<file path="src/rtl/lef_pkg.sv">
// lef_pkg: shared types and fixed constants of the LED fade envelope.
// No dependencies; imported by every module of the block.
package lef_pkg;

  localparam int FACTOR_W = 17;                           // Q1.16 fade factor
  localparam logic [FACTOR_W-1:0] FACTOR_ONE = 17'h10000;
  localparam int QUOT_W   = 16;                           // quotient bits below one
  localparam int ELAP_W   = 20;
  localparam int FADE_W   = 16;
  localparam int DIV_W    = 26;                           // fade_ms * 1000 fits here
  localparam int MS_TO_US = 1000;
  localparam int Q_DEPTH  = 32;                           // front-to-back queue
  localparam int Q_AW     = 5;
  localparam int OCC_W    = 6;

  typedef struct packed {
    logic [3:0] strip;
    logic [6:0] led;
    logic [7:0] red;
    logic [7:0] green;
    logic [7:0] blue;
    logic       last;
    logic       active;   // in range and some fade enabled: touches state
    logic       lit;      // any color component nonzero
  } item_t;

  typedef struct packed {
    item_t               it;
    logic [FACTOR_W-1:0] step;   // ramp step, saturated at one
  } q_t;

endpackage

</file>
<file path="src/rtl/lef_front.sv">
// lef_front: classifies accepted LEDs and computes the ramp step through a
// pipelined restoring divider (one quotient bit per stage). Uses lef_pkg.
module lef_front import lef_pkg::*; #(
  parameter int LEDS_PER_STRIP   = 94,
  parameter int STRIPS           = 10,
  parameter int ELAPSED_CLAMP_US = 100000
) (
  input  logic              clk,
  input  logic              rst,
  input  logic              accept,
  input  item_t             in_item,
  input  logic [ELAP_W-1:0] elapsed_us,
  input  logic [FADE_W-1:0] fade_in_ms,
  input  logic [FADE_W-1:0] fade_out_ms,
  output logic              push,
  output q_t                entry
);

  localparam logic [ELAP_W-1:0] CLAMP = ELAP_W'(ELAPSED_CLAMP_US);

  // stage 0: register input, clamp time, pick divisor
  logic              v0;
  item_t             it0;
  logic [ELAP_W-1:0] e0;
  logic [FADE_W-1:0] fade0;
  // stage 1: scale divisor to microseconds
  logic              v1;
  item_t             it1;
  logic [ELAP_W-1:0] e1;
  logic [DIV_W-1:0]  d1;
  // divider pipe
  logic              vp   [0:QUOT_W];
  item_t             itp  [0:QUOT_W];
  logic              satp [0:QUOT_W];
  logic [DIV_W-1:0]  dp   [0:QUOT_W];
  logic [DIV_W-1:0]  remp [0:QUOT_W];
  logic [QUOT_W-1:0] qp   [0:QUOT_W];

  item_t cls;
  always_comb begin
    cls        = in_item;
    cls.lit    = (in_item.red | in_item.green | in_item.blue) != 8'd0;
    cls.active = (32'(in_item.strip) < 32'(STRIPS)) &&
                 (32'(in_item.led) < 32'(LEDS_PER_STRIP)) &&
                 ((fade_in_ms | fade_out_ms) != '0);
  end

  always_ff @(posedge clk) begin
    if (rst) begin
      v0 <= 1'b0;
      v1 <= 1'b0;
      vp[0] <= 1'b0;
    end else begin
      v0 <= accept;
      v1 <= v0;
      vp[0] <= v1;
    end
    it0   <= cls;
    e0    <= (elapsed_us > CLAMP) ? CLAMP : elapsed_us;
    fade0 <= cls.lit ? fade_in_ms : fade_out_ms;
    it1   <= it0;
    e1    <= e0;
    d1    <= DIV_W'(fade0) * DIV_W'(MS_TO_US);
    // a step of one or more saturates; otherwise remainder starts below d
    itp[0]  <= it1;
    dp[0]   <= d1;
    satp[0] <= DIV_W'(e1) >= d1;
    remp[0] <= DIV_W'(e1);
    qp[0]   <= '0;
  end

  for (genvar k = 0; k < QUOT_W; k++) begin : g_div
    logic [DIV_W:0] r2;
    logic           ge;
    assign r2 = {remp[k], 1'b0};
    assign ge = r2 >= {1'b0, dp[k]};
    always_ff @(posedge clk) begin
      if (rst) begin
        vp[k+1] <= 1'b0;
      end else begin
        vp[k+1] <= vp[k];
      end
      itp[k+1]  <= itp[k];
      dp[k+1]   <= dp[k];
      satp[k+1] <= satp[k];
      remp[k+1] <= ge ? DIV_W'(r2 - {1'b0, dp[k]}) : DIV_W'(r2);
      qp[k+1]   <= {qp[k][QUOT_W-2:0], ge};
    end
  end

  assign push       = vp[QUOT_W];
  assign entry.it   = itp[QUOT_W];
  assign entry.step = satp[QUOT_W] ? FACTOR_ONE : {1'b0, qp[QUOT_W]};

endmodule

</file>
<file path="config.mk">
export PLATFORM = sky130hd
export DESIGN_NAME = lef_front
export DESIGN_NICKNAME = d
export VERILOG_FILES = /design/src/rtl/lef_pkg.sv /design/src/rtl/lef_front.sv
export SDC_FILE = /design/constraint.sdc
export NUM_CORES = 2
export LEC_CHECK = 0
export BUFFER_PORTS_ARGS = -buffer_cell sky130_fd_sc_hd__buf_2
export CAP_MARGIN = 40
export CORE_UTILIZATION = 50
export CTS_BUF_LIST = sky130_fd_sc_hd__clkbuf_8
export DETAILED_ROUTE_END_ITERATION = 10
export PLACE_DENSITY = 0.74
export REMOVE_ABC_BUFFERS = 1
export SLEW_MARGIN = 20
export SYNTH_ARGS = -nofsm -noshare
export SYNTH_HDL_FRONTEND = slang
export SYNTH_SLANG_ARGS = --single-unit
</file>
<file path="constraint.sdc">
create_clock -name clk -period 10.99 [get_ports clk]
set_clock_uncertainty 0.05 [all_clocks]
set_input_delay 2.198 -clock clk [delete_from_list [all_inputs] [get_ports clk]]
set_output_delay 2.198 -clock clk [all_outputs]
set_load 0.1 [all_outputs]
</file>
Word-level counts from Yosys, hierarchy flattened
Memories as Yosys holds them, arrays and structs flattened.
Index checks and enable logic that the tools add are counted.
- word-level logic and storage cells: 127
- memories kept: 6
- input bits: 93
- output and inout bits: 56
- bits in registers: 157
- RAM bits: 1836
- memory list (memory ; words ; bits a word ; rd ports ; clocked after Yosys merged registers in ; write ports ; line ; RTL):
    itp ; 17 ; 38 ; 17 ; 0 ; 17 ; lef_front.sv:33 ; item_t itp [0:QUOT_W];
    dp ; 17 ; 26 ; 16 ; 0 ; 17 ; lef_front.sv:35 ; logic [DIV_W-1:0] dp [0:QUOT_W];
    remp ; 17 ; 26 ; 16 ; 0 ; 17 ; lef_front.sv:36 ; logic [DIV_W-1:0] remp [0:QUOT_W];
    qp ; 17 ; 16 ; 17 ; 0 ; 17 ; lef_front.sv:37 ; logic [QUOT_W-1:0] qp [0:QUOT_W];
    satp ; 17 ; 1 ; 17 ; 0 ; 17 ; lef_front.sv:34 ; logic satp [0:QUOT_W];
    vp ; 17 ; 1 ; 17 ; 0 ; 17 ; lef_front.sv:32 ; logic vp [0:QUOT_W];
- mux-type cells: 38
- add/sub/neg operators: 16
- bitwise operators: 20
- multiply operators: 1
- reductions and logical operators: 4
- order comparisons: 20
- operator list (cell ; number):
    27-bit by 26-bit greater-or-equal comparator with 1-bit output ; 16
    26-bit 2-to-1 mux ; 16
    26-bit subtractor ; 16
    20-bit by 26-bit greater-or-equal comparator with 1-bit output ; 1
    16-bit by 7-bit multiplier with 23-bit output (second input constant) ; 1
    20-bit by 17-bit > comparator with 1-bit output (second input constant) ; 1
    1-bit 2-to-1 mux ; 20
    17-bit 2-to-1 mux ; 1
    1-bit OR ; 17
    16-bit 2-to-1 mux ; 1
    16-bit OR ; 1
    8-bit OR ; 2
    16-bit nonzero test ; 1
    8-bit nonzero test ; 1
    7-bit less-than comparator (second input constant) ; 1
    4-bit less-than comparator (second input constant) ; 1
    1-bit logical AND ; 2

Depth between registers and ports, before layout
- word-level depth: 4
- gate-level depth with buffers: 17
- mapped depth without buffers: 17

Least setup slack after synthesis
Ideal clock, no wire load.
- path type: reg-to-reg
- start: register fade0[0]
- end: register d1[19]
- library setup time: 0.072 ns
- data arrival time: 4.284 ns
- period minus slack after synthesis: 4.406 ns
- cell stages (with the launch flop): 17
- required time: 10.868 ns
- path slack: 6.584 ns
- buffers on the path: 0
- cell sequence: dfxtp_1 -> fa_1 -> fa_1 -> inv_1 -> fa_1 -> fa_1 -> inv_1 -> ha_1 -> o21ai_0 -> o21ai_0 -> a31o_2 -> a21o_1 -> a21o_1 -> a21o_1 -> a21o_1 -> a21oi_1 -> xnor2_1
- word-level cells in the longest chain between the ends: 1
- RTL lines (item ; line ; RTL):
    start, declared ; lef_front.sv:25 ; logic [FADE_W-1:0] fade0;
    start signal, assigned ; lef_front.sv:60 ; fade0 <= cls.lit ? fade_in_ms : fade_out_ms;
    16-bit by 7-bit multiplier with 23-bit output ; lef_front.sv:63 ; d1 <= DIV_W'(fade0) * DIV_W'(MS_TO_US);
    end signal, assigned ; lef_front.sv:63 ;
    end, declared ; lef_front.sv:30 ; logic [DIV_W-1:0] d1;
Every way passes these cells.
A chain may end at the register's enable or synchronous reset.

Final worst setup path
- start: register fade0[2]
- end: register d1[24]
The elaborated chain is that of the path after synthesis.

==> reports/qor.yml <==
status: "completed"
worst_slew_pin_slew_ps: 784.5
cp_top_family: "adder cells"
cp-end-kind: "register"
gr-total-overflow: 0
drt_iter0_drc: 1510
hpwlAfterDp_um: 76930
yosysMostFrequentCell: "dfxtp_1"
synthTopCellsByArea: "dfxtp_1, ha_1, inv_1, mux2_2, xnor2_1"
synthTopCellsByCount: "dfxtp_1, inv_1, ha_1, a21oi_1, nand2_1"
finish.utilization_pct: 57.13
synth_area_per_cell_um2: 11.19
die_h_um: 347.3
max_freq_ghz: 0.2037
grtUsageMet1_pct: 16.74
cts_buffer_depth: 4
insertion_delay_ps: 970
rsz0062_at_grt: "no"
async_flop_share_pct: 0
busiest_layer: "met2"
synthFlopType: "dfxtp_1"
hp-class: "reg2reg"
ys_ff_latch: 1709
cts_sinks: 1709
place_congestion: 0.9194
r2r_cells: 16
whs_path_depth: 0
cts_root_buffer: "clkbuf_8"
die_area_mm2: 0.1206
postCtsHoldBufs: 0
grt_max_degree: 46
cpPeakStageDelay_ps: 530
crit_arrival_ps: 5740
worstSetupStartpointType: "register"
routed-via-count: 36620
crit_path_cell_trace: "fa_1, fa_1, inv_1, fa_1, fa_1, inv_1, ha_1, a21oi_1, o21ai_0, a21oi_1, o21ai_0, a41oi_1, a31oi_1, a21o_1, a21oi_1, xnor2_1"
synth_edf_count: 0
design.portCount: 149
path_clk_slew_ps: 60
cp_num_cells: 16
cts-resized-gates: 0
finalCritPeriodShare_pct: 44.67
synth_area_leader_cell: "dfxtp_1"
io_buffers: 146
ys_seq_area_share_pct: 57.38
min_period_ps: 4909
grt_pass1_vias: 38080
synthCells: 5326
critPathRequiredTime_ps: 11820
grt.total_usage_pct: 17.65
finalSetupViolations: 0
synthesis.area_mm2: 0.05962
grt_antenna_before_repair: 4
finalHoldViolations: 0
placed_cells: 6913
cpMaxStageDelayCell: "fa_1"
fp.dieW_um: 347.3
drv_cap: 0
finalNetCount: 6257
setup_tns_ps: 0
layout-drive-gt1-share_pct: 13.19
drc: 0
via_per_inst: 4.959
core_mm2: 0.1181
gr-usage-met3_pct: 4.173
yosys_warnings: 0
slew_violations: 0
cts_setup_buffers: 0
drt_pre_antenna_iters: 5
crit_path_max_fanout: 5
path_common_cell: "fa_1"
wl_um: 105100
htree_levels: 5
syn_to_final_growth_pct: 13.14
cts_tree: "built"
wire_per_inst_um: 14.22
synth.distinct_cells: 83
row_count: 126
use_met2_pct: 33.91
maxSlewHeadroom_pct: 47.03
path_class: "reg2reg"
cts_buffers: 284
crit_buf_inv: 2
initial_core_util_pct: 50.49
netlist.area_leader.share_pct: 57.38
grt_pass1_wl_um: 174400
finalHoldWorstSlack_ps: 224.1
finalNonFillerCells: 7385
ant_nets: 0
kinds of logic after synthesis:
logic type                 after synthesis  share of synthesized area [%]
DFF                                   1709                          57.38
AOI/OAI and AO/OA                     1044                          11.17
and+or+nand+nor                        895                          7.370
buffers and inverters                  678                          4.556
adders and majority gates              501                          11.38
xor gates and xnor gates               297                          4.363
muxes                                  201                          3.769
other                                    1                       0.006290
layer usage:
metal / vias up / wire length, um
met2: 753 / 55610
met3: 357 / 4353
li1: 18610 / -
met4: 0 / 5370
met1: 16900 / 39720
met5: - / 0
placed cells by master, fill, tap and decap left out, types with 15 or more instances in the layout:
| cell type | n |
|---|---|
| a211oi_1 | 24 |
| a21o_1 | 189 |
| a21oi_1 | 311 |
| a31oi_1 | 35 |
| and2_1 | 25 |
| and3_1 | 15 |
| buf_2 | 147 |
| clkbuf_8 | 359 |
| clkinv_2 | 20 |
| dfxtp_1 | 1709 |
| fa_1 | 69 |
| ha_1 | 432 |
| inv_1 | 637 |
| mux2_2 | 175 |
| nand2_1 | 236 |
| nand2b_1 | 45 |
| nand3_1 | 54 |
| nand4_1 | 66 |
| nor2_1 | 220 |
| nor2b_1 | 107 |
| nor3_1 | 46 |
| nor4_1 | 25 |
| o211ai_1 | 18 |
| o21a_1 | 50 |
| o21ai_0 | 230 |
| o21bai_1 | 36 |
| o31ai_1 | 25 |
| xnor2_1 | 190 |
| xor2_1 | 107 |
through the flow:
step                setup WS, ps  area [um2]
floorplan                   6438       59030
global placement            6097       61830
detailed placement          6049       61880
CTS                         6055       67440
global route                5807       67450
finish                      6081       67460
registers in the layout, summed over array words and instances, names as in the netlist, 23 cells and up:
signal and flops:
dp 368, qp 136, it1 38, d1 23, it0 38, itp 646
remp 368
worst paths after layout:
check / slack [ps] / start / end
worst max-delay path: 6080 / fade0[2] / d1[24]
worst min-delay path: 220 / itp[0][449] / itp[0][487]
worst max register to register: 6080 / fade0[2] / d1[24]
worst min register to register: 220 / itp[0][449] / itp[0][487]
worst reg2reg max path: stages (launching register included):
cell and delay, ps:
dfxtp_1 480, fa_1 520, fa_1 530, inv_1 50, fa_1 490, fa_1 510
inv_1 40, ha_1 330, a21oi_1 210, o21ai_0 100, a21oi_1 220, o21ai_0 260
a41oi_1 360, a31oi_1 180, a21o_1 210, a21oi_1 170, xnor2_1 130
cell type report:
cell class,instances,area (um2)
fillers,9561,50620
clock buffers,359,4941
diodes,5,12.51
well taps,1536,1922
repair buffers,164,885.9
multi-input cells,2941,22750
clock inverters,108,618.1
flip-flops and latches,1709,34210
inverters,563,2113
Power is not shown: default switching activity piles up to over one toggle a cycle in this logic, so the estimate is an artifact.
