--- src/rtl/lef_pkg.sv ---
// lef_pkg: shared types and fixed constants of the LED fade envelope.
// No dependencies; imported by every module of the block.
package lef_pkg;

  localparam int FACTOR_W = 17;                           // Q1.16 fade factor
  localparam logic [FACTOR_W-1:0] FACTOR_ONE = 17'h10000;
  localparam int QUOT_W   = 16;                           // quotient bits below one
  localparam int ELAP_W   = 20;
  localparam int FADE_W   = 16;
  localparam int DIV_W    = 26;                           // fade_ms * 1000 fits here
  localparam int MS_TO_US = 1000;
  localparam int Q_DEPTH  = 32;                           // front-to-back queue
  localparam int Q_AW     = 5;
  localparam int OCC_W    = 6;

  typedef struct packed {
    logic [3:0] strip;
    logic [6:0] led;
    logic [7:0] red;
    logic [7:0] green;
    logic [7:0] blue;
    logic       last;
    logic       active;   // in range and some fade enabled: touches state
    logic       lit;      // any color component nonzero
  } item_t;

  typedef struct packed {
    item_t               it;
    logic [FACTOR_W-1:0] step;   // ramp step, saturated at one
  } q_t;

endpackage

--- src/rtl/lef_fifo.sv ---
// lef_fifo: short queue between classification front and state back end.
// Uses lef_pkg for the entry type and depth.
module lef_fifo import lef_pkg::*; (
  input  logic clk,
  input  logic rst,
  input  logic push,
  input  q_t   din,
  input  logic pop,
  output logic empty,
  output q_t   head
);

  q_t              store [0:Q_DEPTH-1];
  logic [Q_AW-1:0] wptr;
  logic [Q_AW-1:0] rptr;
  logic [OCC_W-1:0] count;

  always_ff @(posedge clk) begin
    if (rst) begin
      wptr  <= '0;
      rptr  <= '0;
      count <= '0;
    end else begin
      if (push) wptr <= wptr + 1'b1;
      if (pop)  rptr <= rptr + 1'b1;
      count <= count + OCC_W'(push) - OCC_W'(pop);
    end
    if (push) store[wptr] <= din;
  end

  assign empty = count == '0;
  assign head  = store[rptr];

endmodule

--- config.mk ---
export PLATFORM = sky130hd
export DESIGN_NAME = lef_fifo
export DESIGN_NICKNAME = d
export VERILOG_FILES = /design/src/rtl/lef_pkg.sv /design/src/rtl/lef_fifo.sv
export SDC_FILE = /design/constraint.sdc
export NUM_CORES = 1
export LEC_CHECK = 0
export BUFFER_PORTS_ARGS = -buffer_cell sky130_fd_sc_hd__clkbuf_2
export CAP_MARGIN = 10
export CORE_MARGIN = 3
export CORE_UTILIZATION = 55
export DETAILED_ROUTE_END_ITERATION = 10
export PLACE_DENSITY = 0.71
export SYNTH_ARGS = -nofsm -noshare
export SYNTH_HDL_FRONTEND = slang
export SYNTH_SLANG_ARGS = --single-unit
--- constraint.sdc ---
create_clock -name clk -period 5.15 [get_ports clk]
set_input_delay 0.515 -clock clk [delete_from_list [all_inputs] [get_ports clk]]
set_output_delay 0.515 -clock clk [all_outputs]
set_load 0.03 [all_outputs]
## Yosys cells after proc, flatten, opt, wreduce, memory -nomap -nowiden

Memory sizes are Yosys's and may differ from the RTL's. A register that Yosys moved wholly into a read port is not among the register bits.
Cells that the tools add are included.

| storage, ports and cells | value |
|---|---|
| bits in registers | 16 |
| RAM bits | 1760 |
| bits of input ports | 59 |
| logic and storage cells | 13 |
| memories kept | 1 |

| operators by class | value |
|---|---|
| add/sub/neg operators | 4 |
| mux-type cells | 4 |
| reduce and logical (&&, ||, !) cells | 1 |

Memories:

| name | depth | width | read ports | clocked after memory_dff | write ports | line | source |
|---|---|---|---|---|---|---|---|
| store | 32 | 55 | 1 | 1 | 1 | lef_fifo.sv:13 | `q_t store [0:Q_DEPTH-1];` |

Operators by type and width:

| operator | number |
|---|---|
| 5-bit by 1-bit adder with 5-bit output (second input constant) | 2 |
| 5-bit 2-to-1 mux | 2 |
| 6-bit by 1-bit adder with 6-bit output | 1 |
| 6-bit logical NOT | 1 |
| 6-bit by 1-bit subtractor with 6-bit output | 1 |
| 1-bit 2-to-1 mux | 2 |

## Logic depth before layout (Yosys ltp)

Gate-level depths: netlist of run 1.

| logic depth | value |
|---|---|
| depth after elaboration | 3 |
| depth in mapped cells | 10 |
| mapped depth without buffers | 10 |

## Least setup slack after synthesis of run 1

OpenSTA, ideal clock, no wires.

| path | value |
|---|---|
| kind | input-to-reg |
| start point | input push |
| end point | memory store[15][0] (netlist name), enable pin |
| library setup time | 470 ps |
| arrival | 3380 ps |
| data required time | 4680 ps |
| setup slack | 1300 ps |
| cell stages on the path | 3 |
| path buffers | 1 |
| cells stage by stage | clkbuf_1 nand2_1 nor2_1 |

| on the way | value |
|---|---|
| cells in the longest elaborated chain, start to end | 2 |

RTL lines:

| item | line | source |
|---|---|---|
| start: declaration | lef_fifo.sv:6 | `input logic push,` |
| 1-bit 2-to-1 mux | lef_fifo.sv:28 | `if (push) store[wptr] <= din;` |
| 1-bit 2-to-1 mux (implied by the code) | lef_fifo.sv:28 |  |
| end: declaration | lef_fifo.sv:13 |  |

No other way between the ends.

==> results.rst, run 1 <==
.. list-table::
   :header-rows: 1

   * - Metric
     - Value
   * - Maximum clock path buffer count
     - 3
   * - Combined global-route utilization of all metal layers
     - a little over a quarter
   * - Maximum achievable frequency
     - 232 MHz
   * - Fillers
     - between 8000 and 9000
   * - Detailed-route via count
     - approximately 35000
   * - Cell type with the highest aggregate area in the netlist
     - edfxtp_1
   * - Final critical path time including I/O delays and setup
     - 4.32 ns
   * - Crit path arrival time
     - 3.80 ns
   * - Die width
     - around 360 um
   * - Classification of the worst-slack hold path
     - input port to flop
   * - Synth warn
     - 0
   * - CTS-repair resized insts
     - 0
   * - Worst Hold Launch
     - pop
   * - Setup TNS Final
     - 0 ns
   * - Distinct cells, synth
     - 40
   * - Worst slew margin
     - approximately 16%
   * - Mapped Nets
     - between 3000 and 4000
   * - Layout-stage area growth over the synthesis result
     - 12.5%
   * - Kind of critical path
     - flop to output pin
   * - Final nets
     - between 3000 and 4000
   * - Placed cells
     - 5022
   * - Total leakage power
     - 23.7 nW
   * - Worst R2R Setup Slack
     - ~2.2 ns
   * - Area enclosed by the die boundary
     - 0.128 mm2
   * - Utilization of the core after routing
     - approximately 63%
   * - Share of the synthesized area in the top cell type
     - a little under 80%
   * - Startpoint of the most critical register-to-register path
     - wptr[0]
   * - Final Wtd Congestion
     - roughly 0.75
   * - Number of standard cells in the layout, taps in and fillers out
     - roughly 5300
   * - Final slew viol count
     - 0
   * - Final-report hold violation count
     - 0
   * - Largest net degree at the start of global routing
     - 119
   * - Count of buffers inserted at the top-level ports
     - 114
   * - Clock Pin Slew Worst Setup and Hold Paths
     - ~0.06 ns
   * - Post-DP HPWL
     - around 85 mm
   * - Total gr overflow
     - 0
   * - Worst Reg-to-Reg Cells
     - 4
   * - Worst Path Max Fanout
     - 39
   * - Per-instance average area after synthesis
     - between 20 and 25 um2
   * - Avg Vias per Cell
     - 6.51
   * - ANT nets after route
     - 0
   * - Status
     - finished, final reports clean
   * - Count of state elements after synthesis
     - approximately 1800
   * - DRC marker count from the first detailed-route iteration
     - approximately 4500
   * - Buffer count from post-CTS setup fixing
     - 0
   * - Cts hold-fix bufs
     - 0
   * - Remaining DRCs
     - 0
   * - Share of the clock period used by the worst path
     - 83.9%
   * - Total routed wirelength
     - between 150 and 200 mm
   * - Core Rows
     - about 130
   * - Clock tree from TritonCTS
     - built
   * - Sinks on the clock net
     - approximately 1800
   * - Cell with the most instances after synthesis
     - edfxtp_1
   * - Fraction of layout instances using a drive strength above 1
     - 28.2%
   * - Setup repair after global routing missed its margin
     - no
   * - Layout Skew
     - between 0.03 and 0.04 ns
   * - Async set-or-reset flop fraction in the synthesized netlist
     - 0%
   * - Vias in the first global route
     - around 34000
   * - Category of the worst setup path launch point
     - flop
   * - Reg-to-reg endpoint
     - store[5][11]
   * - Cell at the root of the clock tree
     - clkbuf_16
   * - Number of antenna violations at the first check in global routing
     - 6
   * - Dominant cells by area after synthesis
     - edfxtp_1 77%, mux4_2 7.3%, mux2_2 5.4%, a22o_1 1.4%, a211oi_1 1.2%
   * - Initial core utilization
     - between 50% and 60%
   * - Mapped Area
     - between 0.06 and 0.07 mm2
   * - Total clock buffers created by CTS
     - between 150 and 200
   * - Power per cell area
     - a little under 400 mW/mm2
   * - Routed length per instance
     - approximately 31 um
   * - Sequential element share of the synthesized area
     - just under 80%
   * - H-tree depth
     - 4
   * - Finish-stage setup viols
     - 0
   * - CORE AREA
     - roughly 0.12 mm2
   * - Floorplan die height
     - between 300 and 400 um
   * - Required time of the critical path
     - 4.64 ns
   * - Max Cap Viol
     - 0
   * - Type of destination of the critical path
     - output pin
   * - Number of instances in the synthesized netlist
     - between 3000 and 4000
   * - Top post-synthesis cells by count
     - 1760 x edfxtp_1, 330 x mux2_2, 220 x mux4_2
   * - Max VDD drop
     - around 0.38 mV
   * - Worst-case hold path end point
     - rptr[0]
   * - Hold depth
     - 3
   * - Worst-skew pair later-pin latency
     - about 0.8 ns
   * - Worst-margin pin slew
     - 1.26 ns
   * - Number of detailed-route iterations in the first pass
     - 7
   * - Hold slack final
     - 0.235 ns
   * - Global-route wire length before repair
     - approximately 240 mm
   * - EDFF count, synth
     - 1760
   * - Io pins
     - between 100 and 150
   * - Dominant synthesized flop cell
     - edfxtp_1
[layer usage]
| metal | vias up | wire length [um] | track usage [%] | share of wire (%) |
|---|---|---|---|---|
| li1 | 14404 | - | - | - |
| met1 | 18327 | 66100 | 37.6 | 39 |
| met2 | 1721 | 81800 | 42.5 | 49 |
| met3 | 301 | 15000 | 4.84 | 9.0 |
| met4 | 4 | 4540 | 7.62 | 2.7 |
| met5 | - | 25 | 0 | 0.015 |
[sequential cells by signal, indices dropped and copies added (netlist names), named ones only]
name,flops
store,1760
count,6
rptr,5
wptr,5
[how the worst max path moves through the flow]
stage,startpoint,end,slack [ns],cells after the start
CTS,flop,head[8],0.71,5
floorplan,push,store[15][0],1.30,3
global placement,flop,head[8],1.57,5
global route,flop,head[7],0.64,5
detailed placement,flop,head[8],1.55,5
finish,flop,head[8],0.83,5
[through the flow]
| stage | power [mW] | cell area, um2 | worst slack [ns] |
|---|---|---|---|
| 3_5_place_dp | 18.1 | 71500 | 1.55 |
| 3_3_place_gp | 18.0 | 71500 | 1.57 |
| 2_1_floorplan | 17.4 | 68300 | 1.30 |
| 5_1_grt | 30.6 | 76800 | 0.635 |
| 6_report | 29.7 | 76800 | 0.831 |
| 4_1_cts | 29.9 | 76800 | 0.707 |
[kinds of logic after synthesis]
family          Yosys count  synth area share, %
compound gates          448                 4.52
simple gates            362                 3.00
flops                  1781                 78.0
buf+inv                 211                 1.32
xor+xnor                  9                0.115
fa+ha+maj                14                0.268
mux                     552                 12.7
[cell type report]
cell class	count	area, um2	share of cell area (%)
clock buffer	219	4570	5.96
antenna	4	10.0	0.0130
tap	1625	2030	2.65
multi-input combinational	1385	14400	18.7
clock inverter	95	751	0.977
timing repair buffer	218	1730	2.25
inverter	13	48.8	0.0635
sequential	1781	53300	69.4
[critical path: stages, from the launching register on]
cell	delay (ns)
dfxtp_4	0.57
buf_4	0.68
mux4_2	0.59
a22o_1	0.24
or4_1	0.64
clkbuf_2	0.24
[where the power goes]
group | total, mW | internal, mW | switching, mW
Clock | 12.0 | 6.70 | 5.30
Sequential | 16.1 | 16.0 | 0.0409
Combinational | 1.67 | 0.591 | 1.07
Total | 29.7 | 23.3 | 6.42
[cell usage in the layout (no fill, tap or decap), types with 3 or more instances in the layout]
cell           n
buf_4         74
mux4_2       220
o22ai_1      110
clkbuf_8       3
clkinv_8       4
xor2_1         6
xnor2_1        3
buf_12        30
mux2_2       330
a211oi_1     110
nand2_1       10
or4_1         56
clkbuf_16    175
inv_1         13
clkinv_1      42
clkbuf_2     114
bufinv_16      8
edfxtp_1    1760
nor2_4        35
clkinvlp_4     3
nand3b_1       3
nor2_1        16
diode_2        4
nor2b_1      111
clkinv_2      24
clkbuf_1      41
ha_1          13
nor3_1       112
inv_6          9
nand4_1        3
a22o_1       110
dfxtp_1       19
o21ai_0      111
clkinv_4       3
Power figures use the tool's default switching activity.
==> run 2, diff against run 1 <==
- clock period: 5.15 -> 4.3 ns (I/O delays scaled with it)
==> results.rst, run 2 (synthesized netlist as in run 1, its figures left out) <==
.. list-table::
   :header-rows: 1

   * - Metric
     - Value
   * - Cell Area, Placed
     - 0.0718 mm2
   * - Share of total power in combinational logic
     - roughly 5.6%
   * - Cell at the root of the clock tree
     - clkbuf_16
   * - Total leakage power
     - approximately 24 nW
   * - H-tree depth
     - 4
   * - Setup WS pre-CTS
     - 1.06 ns
   * - Total routed wirelength
     - 171 mm
   * - Sequential cell fraction of total power
     - between 50% and 60%
   * - Setup repair after global routing missed its margin
     - no
   * - Final slew viol count
     - 0
   * - Setup ws final
     - about 0.18 ns
   * - Buffer count from post-CTS setup fixing
     - 0
   * - Fraction of layout instances using a drive strength above 1
     - roughly 28%
   * - Worst Path Max Fanout
     - 44
   * - Largest register FFs
     - roughly 1800
   * - Area enclosed by the die boundary
     - between 0.1 and 0.15 mm2
   * - Worst-margin pin slew
     - 1.07 ns
   * - Status
     - finished, final reports clean
   * - Internal power summed over all cells
     - around 29 mW
   * - Initial core utilization
     - around 56%
   * - Classification of the worst-slack hold path
     - input port to flop
   * - Core Rows
     - 128
   * - Switching portion of total power
     - a little over a fifth
   * - Die width
     - around 360 um
   * - Placed cells
     - 5039
   * - DRC marker count from the first detailed-route iteration
     - 4831
   * - Final non-filler cell area
     - between 0.07 and 0.08 mm2
   * - Count of buffers inserted at the top-level ports
     - 114
   * - Clock tree from TritonCTS
     - built
   * - CTS-repair resized insts
     - 0
   * - Power per cell area
     - between 400 and 500 mW/mm2
   * - Max Cap Viol
     - 0
   * - Cts hold-fix bufs
     - 0
   * - Worst slew margin
     - approximately 29%
   * - Finish-stage setup viols
     - 0
   * - Final nets
     - 3664
   * - Most flop-heavy register
     - store
   * - Maximum achievable frequency
     - ~240 MHz
   * - Largest net degree at the start of global routing
     - 77
   * - ANT nets after route
     - 0
   * - Kind of critical path
     - flop to output pin
   * - Avg Vias per Cell
     - about 6.5
   * - Clk network pwr share
     - roughly two fifths
   * - Detailed-route via count
     - 35003
   * - Vias in the first global route
     - between 30000 and 40000
   * - Setup TNS Final
     - 0 ns
   * - Layout-stage area growth over the synthesis result
     - 13.4%
   * - Global-route wire length before repair
     - approximately 250 mm
   * - Final Wtd Congestion
     - approximately 0.76
   * - Type of destination of the critical path
     - output pin
   * - Total Power
     - roughly 36 mW
   * - Share of the clock period used by the worst path
     - approximately 96%
   * - Number of standard cells in the layout, taps in and fillers out
     - ~5400
   * - Commonest non-fill, non-tap cell in the layout
     - edfxtp_1
   * - Post-DP HPWL
     - ~85 mm
   * - Crit path arrival time
     - approximately 3.7 ns
   * - Category of the worst setup path launch point
     - flop
   * - Sinks on the clock net
     - about 1800
   * - Number of detailed-route iterations in the first pass
     - 6
   * - Final-report hold violation count
     - 0
   * - Routed length per instance
     - about 32 um
   * - Registers with the most flip-flops
     - store: 1760 flops, count: 6 flops
   * - Layout Skew
     - between 0.03 and 0.04 ns
   * - Total gr overflow
     - 0
   * - Switching component of the power
     - 7.78 mW
   * - Number of antenna violations at the first check in global routing
     - 11
   * - CORE AREA
     - 0.123 mm2
   * - Combined global-route utilization of all metal layers
     - around 27%
   * - Maximum clock path buffer count
     - 3
   * - Required time of the critical path
     - slightly below 4 ns
   * - Utilization of the core after routing
     - between 60% and 70%
   * - Total clock buffers created by CTS
     - 174
   * - Io pins
     - 115
   * - Remaining DRCs
     - 0
   * - Most frequent cells in the layout
     - 1760 x edfxtp_1, 330 x mux2_2, 220 x mux4_2
   * - Clock Pin Slew Worst Setup and Hold Paths
     - ~0.050 ns
   * - Max VDD drop
     - 0.401 mV
   * - Floorplan die height
     - 358 um
   * - Final critical path time including I/O delays and setup
     - around 4.1 ns
   * - Hold slack final
     - 0.111 ns
   * - Worst-skew pair later-pin latency
     - approximately 0.81 ns
[run 2: changes by cell type in the layout (fill, tap and decap cells not counted), moves of 5 or more]
cell and change:
bufinv_16 +9, inv_16 +5, clkinv_2 -7, buf_12 +15
clkbuf_1 +9
[run 2: final timing paths]
| path | slack (ns) | depth (start not counted) | to | from |
|---|---|---|---|---|
| max | 0.18 | 6 | head[31] | flop |
| min | 0.11 | 3 | rptr[0] | pop |
| max reg2reg | 1.57 | 5 | store[24][48] | wptr[0] |
| min reg2reg | 0.55 | 2 | flop | rptr[1] |
[run 2: power groups by stage]
stage	registers (mW)	logic, mW	clock network (mW)
after floorplan	19.6	1.24	0
after global placement	19.6	1.99	0
after detailed placement	19.6	2.03	0
after CTS	19.3	2.04	15.2
after global routing	19.3	2.17	15.9
final	19.3	2.03	15.0
[run 2: layout make-up]
cell class              instances  area, um2
multi-input cells            1385      14400
fillers                      8140      45100
flip-flops and latches       1781      53300
clock inverters                97       1060
clock buffers                 225       4560
diodes                          7       17.5
inverters                      13       48.8
well taps                    1625       2030
repair buffers                236       2050
[run 2: routing by layer]
layer  GRT usage (%)  part of all wire, %  vias to the layer above
met5               0                0.027                        -
met4            7.70                  2.3                        6
met3            5.72                   10                      240
met2            42.8                   49                     1891
met1            38.2                   39                    18431
li1                -                    -                    14435
[run 2: critical path, cell delays in order (launching register included)]
cell and delay [ns]:
dfxtp_4 0.64, or2_4 0.83, buf_12 0.40, o22ai_1 0.14, nor3_1 0.27, or4_1 0.28, clkbuf_2 0.25
